**src/hdl/i2c_eeprom_access_sequencer_assert.svh**
```systemverilog
// Assertion macros for the sequencer's RTL; included by ieas_engine.
// Depends on nothing; the including module provides i_clk and i_rst_n.
`ifndef I2C_EEPROM_ACCESS_SEQUENCER_ASSERT_SVH
`define I2C_EEPROM_ACCESS_SEQUENCER_ASSERT_SVH

// Check a property on every clock edge outside reset.
`define IEAS_ASSERT(label, prop, msg) \
    label: assert property (@(posedge i_clk) disable iff (!i_rst_n) prop) else $error(msg);

// Check a property on every clock edge, reset included.
`define IEAS_ASSERT_ALWAYS(label, prop, msg) \
    label: assert property (@(posedge i_clk) prop) else $error(msg);

`endif

```
**src/hdl/ieas_pkg.sv**
```systemverilog
// Package for the EEPROM access sequencer: beat types, status codes, constants.
// Depends on nothing.
`default_nettype none

package ieas_pkg;

    localparam int unsigned STORE_DEPTH = 5;

    localparam logic [6:0]  DEV_ADDR_RESET = 7'd80;
    localparam logic [15:0] TIMEOUT_RESET  = 16'd1000;

    // configuration register indexes
    localparam logic CFG_DEVICE_ADDRESS = 1'b0;
    localparam logic CFG_TIMEOUT_LIMIT  = 1'b1;

    // input beat kinds
    localparam logic [1:0] KIND_START_RD = 2'd0;
    localparam logic [1:0] KIND_START_WR = 2'd1;
    localparam logic [1:0] KIND_STATUS   = 2'd2;
    localparam logic [1:0] KIND_TICK     = 2'd3;

    // value width codes
    localparam logic [1:0] WCODE_ONE = 2'd0;
    localparam logic [1:0] WCODE_TWO = 2'd1;

    // bus controller status codes
    localparam logic [7:0] ST_START_SENT   = 8'h08;
    localparam logic [7:0] ST_ADDR_W_ACK   = 8'h18;
    localparam logic [7:0] ST_ADDR_W_NACK  = 8'h20;
    localparam logic [7:0] ST_DATA_TX_ACK  = 8'h28;
    localparam logic [7:0] ST_RESTART_SENT = 8'h10;
    localparam logic [7:0] ST_ADDR_R_ACK   = 8'h40;
    localparam logic [7:0] ST_DATA_RX_ACK  = 8'h50;
    localparam logic [7:0] ST_DATA_RX_NACK = 8'h58;

    typedef struct packed {
        logic [1:0]  kind;
        logic [1:0]  width_code;
        logic [7:0]  slot;
        logic [31:0] write_value;
        logic [7:0]  bus_status;
        logic [7:0]  received_byte;
    } t_item;

    typedef struct packed {
        logic        put_valid;
        logic [7:0]  put_byte;
        logic        ctl_start;
        logic        ctl_stop;
        logic        ctl_ack;
        logic        ctl_clear;
        logic        done_res;
        logic        error;
        logic [31:0] read_value;
    } t_result;

    function automatic logic [2:0] width_bytes(input logic [1:0] code);
        logic [2:0] n;
        unique case (code)
            WCODE_ONE: n = 3'd1;
            WCODE_TWO: n = 3'd2;
            default:   n = 3'd4;
        endcase
        return n;
    endfunction

endpackage

`default_nettype wire

```
**src/hdl/ieas_in_if.sv**
```systemverilog
// Input channel of the sequencer: valid/ready handshake plus item payload.
// Depends on nothing.
`default_nettype none

interface ieas_in_if;
    logic        valid;
    logic        ready;
    logic [1:0]  kind;
    logic [1:0]  width_code;
    logic [7:0]  slot;
    logic [31:0] write_value;
    logic [7:0]  bus_status;
    logic [7:0]  received_byte;

    modport source (
        output valid, kind, width_code, slot, write_value, bus_status, received_byte,
        input  ready
    );
    modport sink (
        input  valid, kind, width_code, slot, write_value, bus_status, received_byte,
        output ready
    );
endinterface

`default_nettype wire

```
**src/hdl/ieas_out_if.sv**
```systemverilog
// Result channel of the sequencer: valid/ready handshake plus controller command.
// Depends on nothing.
`default_nettype none

interface ieas_out_if;
    logic        valid;
    logic        ready;
    logic        put_valid;
    logic [7:0]  put_byte;
    logic        ctl_start;
    logic        ctl_stop;
    logic        ctl_ack;
    logic        ctl_clear;
    logic        done_res;
    logic        error;
    logic [31:0] read_value;

    modport source (
        output valid, put_valid, put_byte, ctl_start, ctl_stop, ctl_ack, ctl_clear,
               done_res, error, read_value,
        input  ready
    );
    modport sink (
        input  valid, put_valid, put_byte, ctl_start, ctl_stop, ctl_ack, ctl_clear,
               done_res, error, read_value,
        output ready
    );
endinterface

`default_nettype wire

```
**src/hdl/ieas_engine.sv**
```systemverilog
// Transfer state and per-beat decision logic of the EEPROM access sequencer.
// Depends on ieas_pkg and i2c_eeprom_access_sequencer_assert.svh.
`default_nettype none

`include "i2c_eeprom_access_sequencer_assert.svh"

module ieas_engine
    import ieas_pkg::*;
(
    input  wire logic        i_clk,
    input  wire logic        i_rst_n,
    input  wire logic        i_fire,
    input  wire t_item       i_item,
    input  wire logic [6:0]  i_dev_addr,
    input  wire logic [15:0] i_timeout,
    output t_result          o_res
);

    localparam logic [1:0] MODE_IDLE  = 2'd0;
    localparam logic [1:0] MODE_READ  = 2'd1;
    localparam logic [1:0] MODE_WRITE = 2'd2;

    logic [1:0]  r_mode,  n_mode;
    logic [1:0]  r_width, n_width;
    logic [2:0]  r_count, n_count;
    logic [15:0] r_ticks, n_ticks;
    logic        r_err_flag, n_err_flag;
    logic [7:0]  r_store [STORE_DEPTH];
    logic [7:0]  n_store [STORE_DEPTH];

    logic [2:0]  nbytes;
    logic [2:0]  start_n;
    logic [2:0]  count_up;
    logic [7:0]  store_byte;
    logic [31:0] assembled;
    logic [31:0] width_mask;
    logic        rd;
    logic        busy;

    always_comb begin
        nbytes     = width_bytes(r_width);
        start_n    = width_bytes(i_item.width_code);
        count_up   = (r_count == 3'd7) ? r_count : r_count + 3'd1;
        store_byte = (r_count < 3'(STORE_DEPTH)) ? r_store[r_count] : 8'd0;
        unique case (r_width)
            WCODE_ONE: width_mask = 32'h0000_00FF;
            WCODE_TWO: width_mask = 32'h0000_FFFF;
            default:   width_mask = 32'hFFFF_FFFF;
        endcase
        assembled = {r_store[4], r_store[3], r_store[2], r_store[1]} & width_mask;
        rd        = (r_mode == MODE_READ);
        busy      = (r_mode != MODE_IDLE);
    end

    always_comb begin
        n_mode     = r_mode;
        n_width    = r_width;
        n_count    = r_count;
        n_ticks    = r_ticks;
        n_err_flag = r_err_flag;
        n_store    = r_store;
        o_res      = '0;

        unique case (i_item.kind)
            KIND_START_RD, KIND_START_WR: begin
                n_width    = i_item.width_code;
                n_count    = 3'd0;
                n_ticks    = 16'd0;
                n_err_flag = 1'b0;
                // word address: slot scaled by the value width, wrapping
                unique case (i_item.width_code)
                    WCODE_ONE: n_store[0] = i_item.slot;
                    WCODE_TWO: n_store[0] = {i_item.slot[6:0], 1'b0};
                    default:   n_store[0] = {i_item.slot[5:0], 2'b00};
                endcase
                if (i_item.kind == KIND_START_WR) begin
                    for (int i = 1; i < STORE_DEPTH; i++) begin
                        if (3'(i) <= start_n) begin
                            n_store[i] = i_item.write_value[8*(i-1) +: 8];
                        end
                    end
                    n_mode = MODE_WRITE;
                end else begin
                    n_mode = MODE_READ;
                end
                o_res.ctl_start = 1'b1;
            end
            KIND_STATUS: begin
                if (busy) begin
                    unique case (i_item.bus_status)
                        ST_START_SENT: begin
                            o_res.put_valid = 1'b1;
                            o_res.put_byte  = {i_dev_addr, 1'b0};
                            o_res.ctl_clear = 1'b1;
                        end
                        ST_ADDR_W_ACK: begin
                            o_res.put_valid = 1'b1;
                            o_res.put_byte  = store_byte;
                            o_res.ctl_clear = 1'b1;
                            n_count         = count_up;
                        end
                        ST_ADDR_W_NACK: begin
                            o_res.ctl_start = 1'b1;
                            o_res.ctl_stop  = 1'b1;
                            o_res.ctl_clear = 1'b1;
                        end
                        ST_DATA_TX_ACK: begin
                            o_res.ctl_clear = 1'b1;
                            if (rd) begin
                                o_res.ctl_start = 1'b1;
                            end else if (r_count <= nbytes) begin
                                o_res.put_valid = 1'b1;
                                o_res.put_byte  = store_byte;
                                n_count         = count_up;
                            end else begin
                                o_res.ctl_stop = 1'b1;
                                o_res.done_res = 1'b1;
                                n_mode         = MODE_IDLE;
                            end
                        end
                        ST_RESTART_SENT: begin
                            if (rd) begin
                                o_res.put_valid = 1'b1;
                                o_res.put_byte  = {i_dev_addr, 1'b1};
                                o_res.ctl_clear = 1'b1;
                            end
                        end
                        ST_ADDR_R_ACK: begin
                            if (rd) begin
                                o_res.ctl_ack   = 1'b1;
                                o_res.ctl_clear = 1'b1;
                            end
                        end
                        ST_DATA_RX_ACK: begin
                            if (rd) begin
                                // drop bytes past the store, acknowledge while value bytes remain
                                if (r_count < 3'(STORE_DEPTH)) begin
                                    n_store[r_count] = i_item.received_byte;
                                end
                                n_count         = count_up;
                                o_res.ctl_ack   = (count_up <= nbytes);
                                o_res.ctl_clear = 1'b1;
                            end
                        end
                        ST_DATA_RX_NACK: begin
                            if (rd) begin
                                o_res.ctl_stop   = 1'b1;
                                o_res.ctl_clear  = 1'b1;
                                o_res.done_res   = 1'b1;
                                o_res.read_value = assembled;
                                n_mode           = MODE_IDLE;
                            end
                        end
                        default: ;
                    endcase
                end
            end
            KIND_TICK: begin
                if (busy) begin
                    if (r_ticks >= i_timeout) begin
                        n_err_flag       = 1'b1;
                        o_res.done_res   = 1'b1;
                        o_res.error      = 1'b1;
                        o_res.read_value = rd ? assembled : 32'd0;
                        n_mode           = MODE_IDLE;
                    end else begin
                        n_ticks = r_ticks + 16'd1;
                    end
                end
            end
        endcase
    end

    always_ff @(posedge i_clk) begin
        if (!i_rst_n) begin
            r_mode     <= MODE_IDLE;
            r_width    <= 2'd0;
            r_count    <= 3'd0;
            r_ticks    <= 16'd0;
            r_err_flag <= 1'b0;
        end else if (i_fire) begin
            r_mode     <= n_mode;
            r_width    <= n_width;
            r_count    <= n_count;
            r_ticks    <= n_ticks;
            r_err_flag <= n_err_flag;
        end
    end

    always_ff @(posedge i_clk) begin
        if (i_fire) begin
            r_store <= n_store;
        end
    end

    `IEAS_ASSERT(a_done_goes_idle, (i_fire && o_res.done_res) |=> (r_mode == MODE_IDLE), "transfer still active after done")
    `IEAS_ASSERT(a_timeout_sets_flag, (i_fire && o_res.error) |=> r_err_flag, "timeout did not set error flag")
    `IEAS_ASSERT(a_start_clears, (i_fire && (i_item.kind == KIND_START_RD || i_item.kind == KIND_START_WR)) |=> (r_count == 3'd0 && r_ticks == 16'd0 && !r_err_flag), "start did not clear transfer state")
    `IEAS_ASSERT(a_ack_only_reading, (i_fire && o_res.ctl_ack) |-> (r_mode == MODE_READ), "acknowledge outside a read")

endmodule

`default_nettype wire

```
**src/hdl/i2c_eeprom_access_sequencer.sv**
```systemverilog
// A beat passes through the input register, then the result register.
// Throughput: one beat per cycle, sustained while results are taken. Input
// ready follows result ready combinationally; while a result waits, the input
// takes one more beat only if the input register is empty. Reset (synchronous,
// active low) drops ready and clears handshake, transfer and configuration
// state; the byte store is kept.
`default_nettype none

module i2c_eeprom_access_sequencer
    import ieas_pkg::*;
(
    input  wire logic        i_clk,
    input  wire logic        i_rst_n,
    ieas_in_if.sink          i_in,
    ieas_out_if.source       o_out,
    input  wire logic        i_cfg_we,
    input  wire logic        i_cfg_idx,
    input  wire logic [15:0] i_cfg_data
);

    // configuration registers
    logic [6:0]  r_dev_addr;
    logic [15:0] r_timeout;

    // input register stage
    logic        r_s1_valid;
    t_item       r_s1_item;
    t_item       n_s1_item;

    // result register stage
    logic        r_out_valid;
    t_result     r_out_res;
    t_result     engine_res;

    logic        in_fire;
    logic        s1_adv;

    // Advance the input stage into the result register when that register is
    // empty or being drained this cycle.
    assign s1_adv     = r_s1_valid && (!r_out_valid || o_out.ready);
    assign i_in.ready = i_rst_n && (!r_s1_valid || s1_adv);
    assign in_fire    = i_in.valid && i_in.ready;

    always_comb begin
        n_s1_item.kind          = i_in.kind;
        n_s1_item.width_code    = i_in.width_code;
        n_s1_item.slot          = i_in.slot;
        n_s1_item.write_value   = i_in.write_value;
        n_s1_item.bus_status    = i_in.bus_status;
        n_s1_item.received_byte = i_in.received_byte;
    end

    // The user must make configuration writes only while idle; the block does not enforce it.
    always_ff @(posedge i_clk) begin
        if (!i_rst_n) begin
            r_dev_addr <= DEV_ADDR_RESET;
            r_timeout  <= TIMEOUT_RESET;
        end else if (i_cfg_we) begin
            unique case (i_cfg_idx)
                CFG_DEVICE_ADDRESS: r_dev_addr <= i_cfg_data[6:0];
                CFG_TIMEOUT_LIMIT:  r_timeout  <= i_cfg_data;
            endcase
        end
    end

    // Handshake state for both stages.
    always_ff @(posedge i_clk) begin
        if (!i_rst_n) begin
            r_s1_valid  <= 1'b0;
            r_out_valid <= 1'b0;
        end else begin
            if (in_fire) begin
                r_s1_valid <= 1'b1;
            end else if (s1_adv) begin
                r_s1_valid <= 1'b0;
            end
            if (s1_adv) begin
                r_out_valid <= 1'b1;
            end else if (o_out.ready) begin
                r_out_valid <= 1'b0;
            end
        end
    end

    // Payload registers: hold until the next beat moves in.
    always_ff @(posedge i_clk) begin
        if (in_fire) begin
            r_s1_item <= n_s1_item;
        end
        if (s1_adv) begin
            r_out_res <= engine_res;
        end
    end

    // Decision logic and transfer state; state commits as the beat leaves
    // the input register.
    ieas_engine u_engine (
        .i_clk      (i_clk),
        .i_rst_n    (i_rst_n),
        .i_fire     (s1_adv),
        .i_item     (r_s1_item),
        .i_dev_addr (r_dev_addr),
        .i_timeout  (r_timeout),
        .o_res      (engine_res)
    );

    // Drive the result channel straight from the result register.
    assign o_out.valid      = r_out_valid;
    assign o_out.put_valid  = r_out_res.put_valid;
    assign o_out.put_byte   = r_out_res.put_byte;
    assign o_out.ctl_start  = r_out_res.ctl_start;
    assign o_out.ctl_stop   = r_out_res.ctl_stop;
    assign o_out.ctl_ack    = r_out_res.ctl_ack;
    assign o_out.ctl_clear  = r_out_res.ctl_clear;
    assign o_out.done_res   = r_out_res.done_res;
    assign o_out.error      = r_out_res.error;
    assign o_out.read_value = r_out_res.read_value;

endmodule

`default_nettype wire
```
**src/flat_wrapper.sv**
```systemverilog
// flat-port wrapper written by rule: the top's interface ports become plain ports
module i2c_eeprom_access_sequencer_flat import ieas_pkg::*;
  (i_clk, i_rst_n, i_cfg_we, i_cfg_idx, i_cfg_data, i_in_valid, i_in_kind, i_in_width_code, i_in_slot, i_in_write_value, i_in_bus_status, i_in_received_byte, i_in_ready, o_out_valid, o_out_put_valid, o_out_put_byte, o_out_ctl_start, o_out_ctl_stop, o_out_ctl_ack, o_out_ctl_clear, o_out_done_res, o_out_error, o_out_read_value, o_out_ready);
  ieas_in_if i_in_i ();
  ieas_out_if o_out_i ();
  input  wire logic i_clk;
  input  wire logic i_rst_n;
  input  wire logic i_cfg_we;
  input  wire logic i_cfg_idx;
  input  wire logic [15:0] i_cfg_data;
  input wire logic [$bits(i_in_i.valid)-1:0] i_in_valid;
  input wire logic [$bits(i_in_i.kind)-1:0] i_in_kind;
  input wire logic [$bits(i_in_i.width_code)-1:0] i_in_width_code;
  input wire logic [$bits(i_in_i.slot)-1:0] i_in_slot;
  input wire logic [$bits(i_in_i.write_value)-1:0] i_in_write_value;
  input wire logic [$bits(i_in_i.bus_status)-1:0] i_in_bus_status;
  input wire logic [$bits(i_in_i.received_byte)-1:0] i_in_received_byte;
  output wire logic [$bits(i_in_i.ready)-1:0] i_in_ready;
  output wire logic [$bits(o_out_i.valid)-1:0] o_out_valid;
  output wire logic [$bits(o_out_i.put_valid)-1:0] o_out_put_valid;
  output wire logic [$bits(o_out_i.put_byte)-1:0] o_out_put_byte;
  output wire logic [$bits(o_out_i.ctl_start)-1:0] o_out_ctl_start;
  output wire logic [$bits(o_out_i.ctl_stop)-1:0] o_out_ctl_stop;
  output wire logic [$bits(o_out_i.ctl_ack)-1:0] o_out_ctl_ack;
  output wire logic [$bits(o_out_i.ctl_clear)-1:0] o_out_ctl_clear;
  output wire logic [$bits(o_out_i.done_res)-1:0] o_out_done_res;
  output wire logic [$bits(o_out_i.error)-1:0] o_out_error;
  output wire logic [$bits(o_out_i.read_value)-1:0] o_out_read_value;
  input wire logic [$bits(o_out_i.ready)-1:0] o_out_ready;
  assign i_in_i.valid = i_in_valid;
  assign i_in_i.kind = i_in_kind;
  assign i_in_i.width_code = i_in_width_code;
  assign i_in_i.slot = i_in_slot;
  assign i_in_i.write_value = i_in_write_value;
  assign i_in_i.bus_status = i_in_bus_status;
  assign i_in_i.received_byte = i_in_received_byte;
  assign i_in_ready = i_in_i.ready;
  assign o_out_valid = o_out_i.valid;
  assign o_out_put_valid = o_out_i.put_valid;
  assign o_out_put_byte = o_out_i.put_byte;
  assign o_out_ctl_start = o_out_i.ctl_start;
  assign o_out_ctl_stop = o_out_i.ctl_stop;
  assign o_out_ctl_ack = o_out_i.ctl_ack;
  assign o_out_ctl_clear = o_out_i.ctl_clear;
  assign o_out_done_res = o_out_i.done_res;
  assign o_out_error = o_out_i.error;
  assign o_out_read_value = o_out_i.read_value;
  assign o_out_i.ready = o_out_ready;
  i2c_eeprom_access_sequencer u_core (.i_clk(i_clk), .i_rst_n(i_rst_n), .i_in(i_in_i), .o_out(o_out_i), .i_cfg_we(i_cfg_we), .i_cfg_idx(i_cfg_idx), .i_cfg_data(i_cfg_data));
endmodule
```
**config.mk**
```make
export PLATFORM = sky130hd
export DESIGN_NAME = i2c_eeprom_access_sequencer_flat
export DESIGN_NICKNAME = d
export VERILOG_FILES = /design/src/hdl/ieas_pkg.sv /design/src/hdl/ieas_in_if.sv /design/src/hdl/ieas_out_if.sv /design/src/hdl/ieas_engine.sv /design/src/hdl/i2c_eeprom_access_sequencer.sv /design/src/flat_wrapper.sv
export VERILOG_INCLUDE_DIRS = /design/src /design/src/hdl
export SDC_FILE = /design/constraint.sdc
export NUM_CORES = 1
export LEC_CHECK = 0
export ABC_AREA = 0
export BUFFER_PORTS_ARGS = -buffer_cell sky130_fd_sc_hd__buf_4
export CAP_MARGIN = 20
export CORE_MARGIN = 5
export CORE_UTILIZATION = 40
export CTS_BUF_LIST = sky130_fd_sc_hd__clkbuf_16
export DETAILED_ROUTE_END_ITERATION = 10
export PLACE_DENSITY = 0.6
export SYNTH_ARGS = -nofsm -noshare
export SYNTH_HDL_FRONTEND = slang
export SYNTH_HIERARCHICAL = 1
export SYNTH_SLANG_ARGS = --single-unit
```
**constraint.sdc**
```tcl
create_clock -name i_clk -period 11.7 [get_ports i_clk]
set_input_delay 0.585 -clock i_clk [delete_from_list [all_inputs] [get_ports i_clk]]
set_output_delay 0.585 -clock i_clk [all_outputs]
set_load 0.03 [all_outputs]
```
==> impl_metrics.prom <==
# TYPE chip_impl_metric gauge
chip_impl_info{name="run_status",value="complete, no violations"} 1
chip_impl_metric{name="dieWidth",unit="um"} 159.3
chip_impl_metric{name="diodes",unit=""} 0
chip_impl_metric{name="cts-buffers-inserted",unit=""} 17
chip_impl_metric{name="final-hold-violation-count",unit=""} 0
chip_impl_metric{name="post_synth_inst_count",unit=""} 769
chip_impl_info{name="clk_tree_root_cell",value="clkbuf_16"} 1
chip_impl_metric{name="synth.lib_cells_used.distinct",unit=""} 62
chip_impl_info{name="timing.hold.worst.class",value="in -> reg"} 1
chip_impl_metric{name="clk_path_buf_depth",unit=""} 2
chip_impl_metric{name="ctsResizeCount",unit=""} 0
chip_impl_metric{name="gr-usage-all-layers",unit="%"} 16.77
chip_impl_info{name="r2r-start",value="u_core/u_engine/r_count[0]$_SDFFE_PN0P_"} 1
chip_impl_metric{name="maxCapViolCount",unit=""} 0
chip_impl_metric{name="syn_area",unit="sq um"} 8920
chip_impl_metric{name="syn_avg_cell_area",unit="sq um"} 11.60
chip_impl_metric{name="gp_congestion",unit=""} 0.8223
chip_impl_metric{name="final_max_slew_viol_count",unit=""} 0
chip_impl_metric{name="wl_per_cell",unit="um"} 18.26
chip_impl_metric{name="grt_pass1_wl",unit="um"} 34160
chip_impl_metric{name="via_count_of_the_first_global_routing_pass",unit=""} 6191
chip_impl_metric{name="final_net_count",unit=""} 992
chip_impl_metric{name="areaGrowthSynthToFinish",unit="%"} 19.85
chip_impl_metric{name="number_of_cells_on_the_worst_reg_to_reg_path",unit=""} 5
chip_impl_metric{name="drt-initial-drc-count",unit=""} 440
chip_impl_metric{name="drt_wl_total",unit="um"} 21490
chip_impl_metric{name="ys_warn_count",unit=""} 6
chip_impl_metric{name="hold_path_depth",unit=""} 1
chip_impl_info{name="cp-start-kind",value="register"} 1
chip_impl_metric{name="buffer_ports.inserted",unit=""} 130
chip_impl_metric{name="detailed_place.area",unit="sq um"} 10110
chip_impl_metric{name="crit_buf_inv",unit=""} 2
chip_impl_info{name="critPathKind",value="reg -> reg"} 1
chip_impl_metric{name="cts-htree-levels",unit=""} 4
chip_impl_metric{name="ys_seq_elements",unit=""} 195
chip_impl_metric{name="met2_wirelength",unit="um"} 10230
chip_impl_metric{name="synth_seq_area_share",unit="%"} 60.26
chip_impl_metric{name="detail_route.vias_per_cell",unit=""} 5.388
chip_impl_info{name="critical_path.slowest_cell",value="dfxtp_1"} 1
chip_impl_metric{name="vdd.ir_drop.worst",unit="mV"} 0.08764
chip_impl_info{name="crit_path_cell_trace",value="inv_1 -> or3_1 -> inv_1 -> a21oi_1 -> nor2_1"} 1
chip_impl_info{name="dr.max_layer_used",value="met4"} 1
chip_impl_metric{name="totalNegativeSetupSlack",unit="ns"} 0
chip_impl_metric{name="grt_overflow_total",unit=""} 0
chip_impl_metric{name="power.static_leakage",unit="uW"} 0.004208
chip_impl_metric{name="worst_skew_pair.late_latency",unit="ns"} 0.43
chip_impl_metric{name="power_density",unit="nW/um^2"} 136.3
chip_impl_metric{name="cp.required",unit="ns"} 11.76
chip_impl_metric{name="detail_route_antenna_nets",unit=""} 0
chip_impl_metric{name="critical_path_s_largest_stage_delay",unit="ns"} 1.00
chip_impl_info{name="min_to",value="u_core/r_s1_item[23]$_DFFE_PP_"} 1
chip_impl_info{name="worst_path_dominant_cell_family",value="simple AND/OR/NAND/NOR gates"} 1
chip_impl_info{name="rsz0062_at_grt",value="no"} 1
chip_impl_metric{name="reg2reg_setup_slack",unit="ns"} 8.82
chip_impl_metric{name="setup_viol",unit=""} 0
chip_impl_metric{name="grt_start_max_net_pins",unit=""} 61
chip_impl_metric{name="pin_count",unit=""} 131
chip_impl_metric{name="finish.instance_area",unit="sq um"} 10690
chip_impl_metric{name="time_the_final_worst_path_needs_with_i_o_delays_and_setup",unit="ns"} 2.879
chip_impl_metric{name="detailroute.wirelength.met3",unit="um"} 1096
chip_impl_metric{name="clock.fmax",unit="MHz"} 347.4
chip_impl_metric{name="drc",unit=""} 0
chip_impl_metric{name="drt-met1-wl",unit="um"} 9756
chip_impl_metric{name="synth-edff-count",unit=""} 147
chip_impl_metric{name="die_area",unit="sq um"} 25390
chip_impl_metric{name="die_y",unit="um"} 159.3
chip_impl_metric{name="clk_pin_slew",unit="ns"} 0.07
chip_impl_metric{name="final.period_utilization",unit="%"} 24.60
chip_impl_metric{name="synth_nets",unit=""} 877
chip_impl_metric{name="core",unit="sq um"} 21890
chip_impl_metric{name="proportion_of_synthesized_flip_flops_having_asynchronous_set_or_reset",unit="%"} 0
chip_impl_info{name="cts_tree",value="built"} 1
chip_impl_metric{name="total_number_of_placement_rows",unit=""} 54
chip_impl_metric{name="tightest_slew",unit="ns"} 1.022
chip_impl_metric{name="finClkSkew",unit="ns"} 0.009483
chip_impl_metric{name="crit_arrival",unit="ns"} 2.94
chip_impl_metric{name="via_count",unit=""} 6342
chip_impl_metric{name="antenna_violations_before_repair",unit=""} 0
chip_impl_metric{name="placed_wire_length_estimate_after_detailed_placement",unit="um"} 15940
chip_impl_info{name="postSynth.topFlopCell",value="edfxtp_1"} 1
chip_impl_info{name="reg2reg_to",value="u_core/u_engine/r_store[28]$_DFFE_PP_"} 1
chip_impl_metric{name="final_layout_size_suffix_gt1_share",unit="%"} 22.74
chip_impl_metric{name="post-cts-setup-buffer-count",unit=""} 0
chip_impl_metric{name="postCtsHoldBufs",unit=""} 0
chip_impl_metric{name="start_util",unit="%"} 40.75
chip_impl_info{name="hold_path.startpoint",value="i_in_write_value[7]"} 1
chip_impl_metric{name="slew-limit-headroom",unit="%"} 31.77
chip_impl_metric{name="clock-sinks",unit=""} 195
chip_impl_metric{name="worst_path_max_fanout",unit=""} 24
chip_impl_info{name="worstSetupEndpointType",value="register"} 1
chip_impl_metric{name="detail_route.first_pass.iterations",unit=""} 5
chip_impl_info{name="critPathMostFrequentCell",value="inv_1"} 1
-- final cells by class --
class | count | area [sq um]
Sequential cell | 195 | 5375
Fill cell | 1988 | 11200
Clock inverter | 15 | 148.9
Clock buffer | 17 | 425.4
Multi-Input combinational cell | 497 | 3223
Inverter | 35 | 131.4
Timing Repair Buffer | 138 | 1036
Tap cell | 280 | 350.3
-- worst max path at each step --
stage	to	slack [ns]	depth (start not counted)	start
after floorplan	u_core/u_engine/r_store[10]$_DFFE_PP_	7.30	5	o_out_ready
after global placement	u_core/u_engine/r_store[17]$_DFFE_PP_	8.65	7	o_out_ready
after detailed placement	u_core/u_engine/r_store[17]$_DFFE_PP_	8.64	7	o_out_ready
after CTS	u_core/o_out.put_byte[7]$_DFFE_PP_	8.84	8	u_core/u_engine/r_count[0]$_SDFFE_PN0P_
after global routing	u_core/o_out.put_byte[7]$_DFFE_PP_	8.53	8	u_core/u_engine/r_count[0]$_SDFFE_PN0P_
final	u_core/u_engine/r_store[28]$_DFFE_PP_	8.82	5	u_core/u_engine/r_count[0]$_SDFFE_PN0P_
-- report_power, final --
part           switching (uW)  internal, uW
Sequential               14.9           769
Clock                     265           300
Combinational            63.4          45.4
-- cell usage after synthesis (all sizes together) (4+ instances only) --
cell | count | share of area, %
mux2 | 9 | 1.1
mux2i | 20 | 2.2
a31oi | 11 | 0.77
nor2b | 14 | 0.98
inv | 35 | 1.5
nand3 | 21 | 1.2
and4 | 13 | 1.3
edfxtp | 147 | 49
and3 | 35 | 2.5
clkbuf | 24 | 1.0
o211ai | 15 | 1.6
a21oi | 34 | 1.9
o22ai | 17 | 1.2
and2 | 6 | 0.45
nand2b | 8 | 0.56
o31ai | 4 | 0.34
ha | 26 | 3.6
a22oi | 14 | 1.2
nor2 | 30 | 1.3
nand2 | 95 | 4.0
nor3 | 8 | 0.50
a21o | 4 | 0.34
buf | 18 | 1.3
dfxtp | 48 | 11
nand4 | 10 | 0.70
a22o | 7 | 0.69
o21ai | 59 | 3.5
-- logic make-up after synthesis --
group | synth area share [%]
AOI/OAI and AO/OA | 13.59
xor gates and xnor gates | 0.09821
adders and majority gates | 3.647
buffers and inverters | 3.815
DFF | 60.26
muxes | 3.381
and+or+nand+nor | 15.21
-- per-stage QoR --
step / cells / hold WS, ns / total power [uW] / util, % / setup WS (ns)
floorplan: 769 / 0.4347 / 859.5 / - / 7.301
global placement: 1144 / 0.4446 / 907.5 / 46.18 / 8.654
detailed placement: 1144 / 0.4515 / 908.2 / 46.18 / 8.642
CTS: 1176 / 0.3056 / 1471 / 48.80 / 8.835
global route: 1177 / 0.2926 / 1515 / 48.83 / 8.531
finish: 1177 / 0.3236 / 1457 / 48.83 / 8.821
-- state kept, by name, summed over array words and instances (netlist names), 2 cells and up --
register,cells
u_core/o_out.put_byte,8
u_core/o_out.read_value,32
u_core/r_dev_addr,7
u_core/r_s1_item,60
u_core/r_timeout,16
u_core/u_engine/r_count,3
u_core/u_engine/r_mode,2
u_core/u_engine/r_store,40
u_core/u_engine/r_ticks,16
u_core/u_engine/r_width,2
-- placed cells by master, fill, tap and decap left out, types with 8 or more instances in the layout --
cell	instances
o211ai_1	9
a21oi_1	32
o22ai_1	17
and3_1	35
nor2_1	30
mux2i_1	20
mux2_2	9
buf_4	138
a22oi_1	14
a31oi_1	11
ha_1	26
dfxtp_1	48
nand4_1	10
inv_1	36
edfxtp_1	147
nand3_1	21
nand2_1	94
nand2b_1	8
o21ai_0	53
clkbuf_16	17
nor2b_1	13
and4_1	13
-- routing by layer --
layer  up-vias  track usage (%)
li1       3100                -
met1      3023            23.05
met2       196            26.82
met3        23            3.391
met4         0            5.390
met5         -                0
-- worst reg2reg max path: cells and delay by family, from the launching register on --
family          cells  cell delay (ns)
buf+inv             2             0.33
compound gates      1             0.06
simple gates        2             1.12
flops               1             1.00
(Power assumes the default switching activity.)
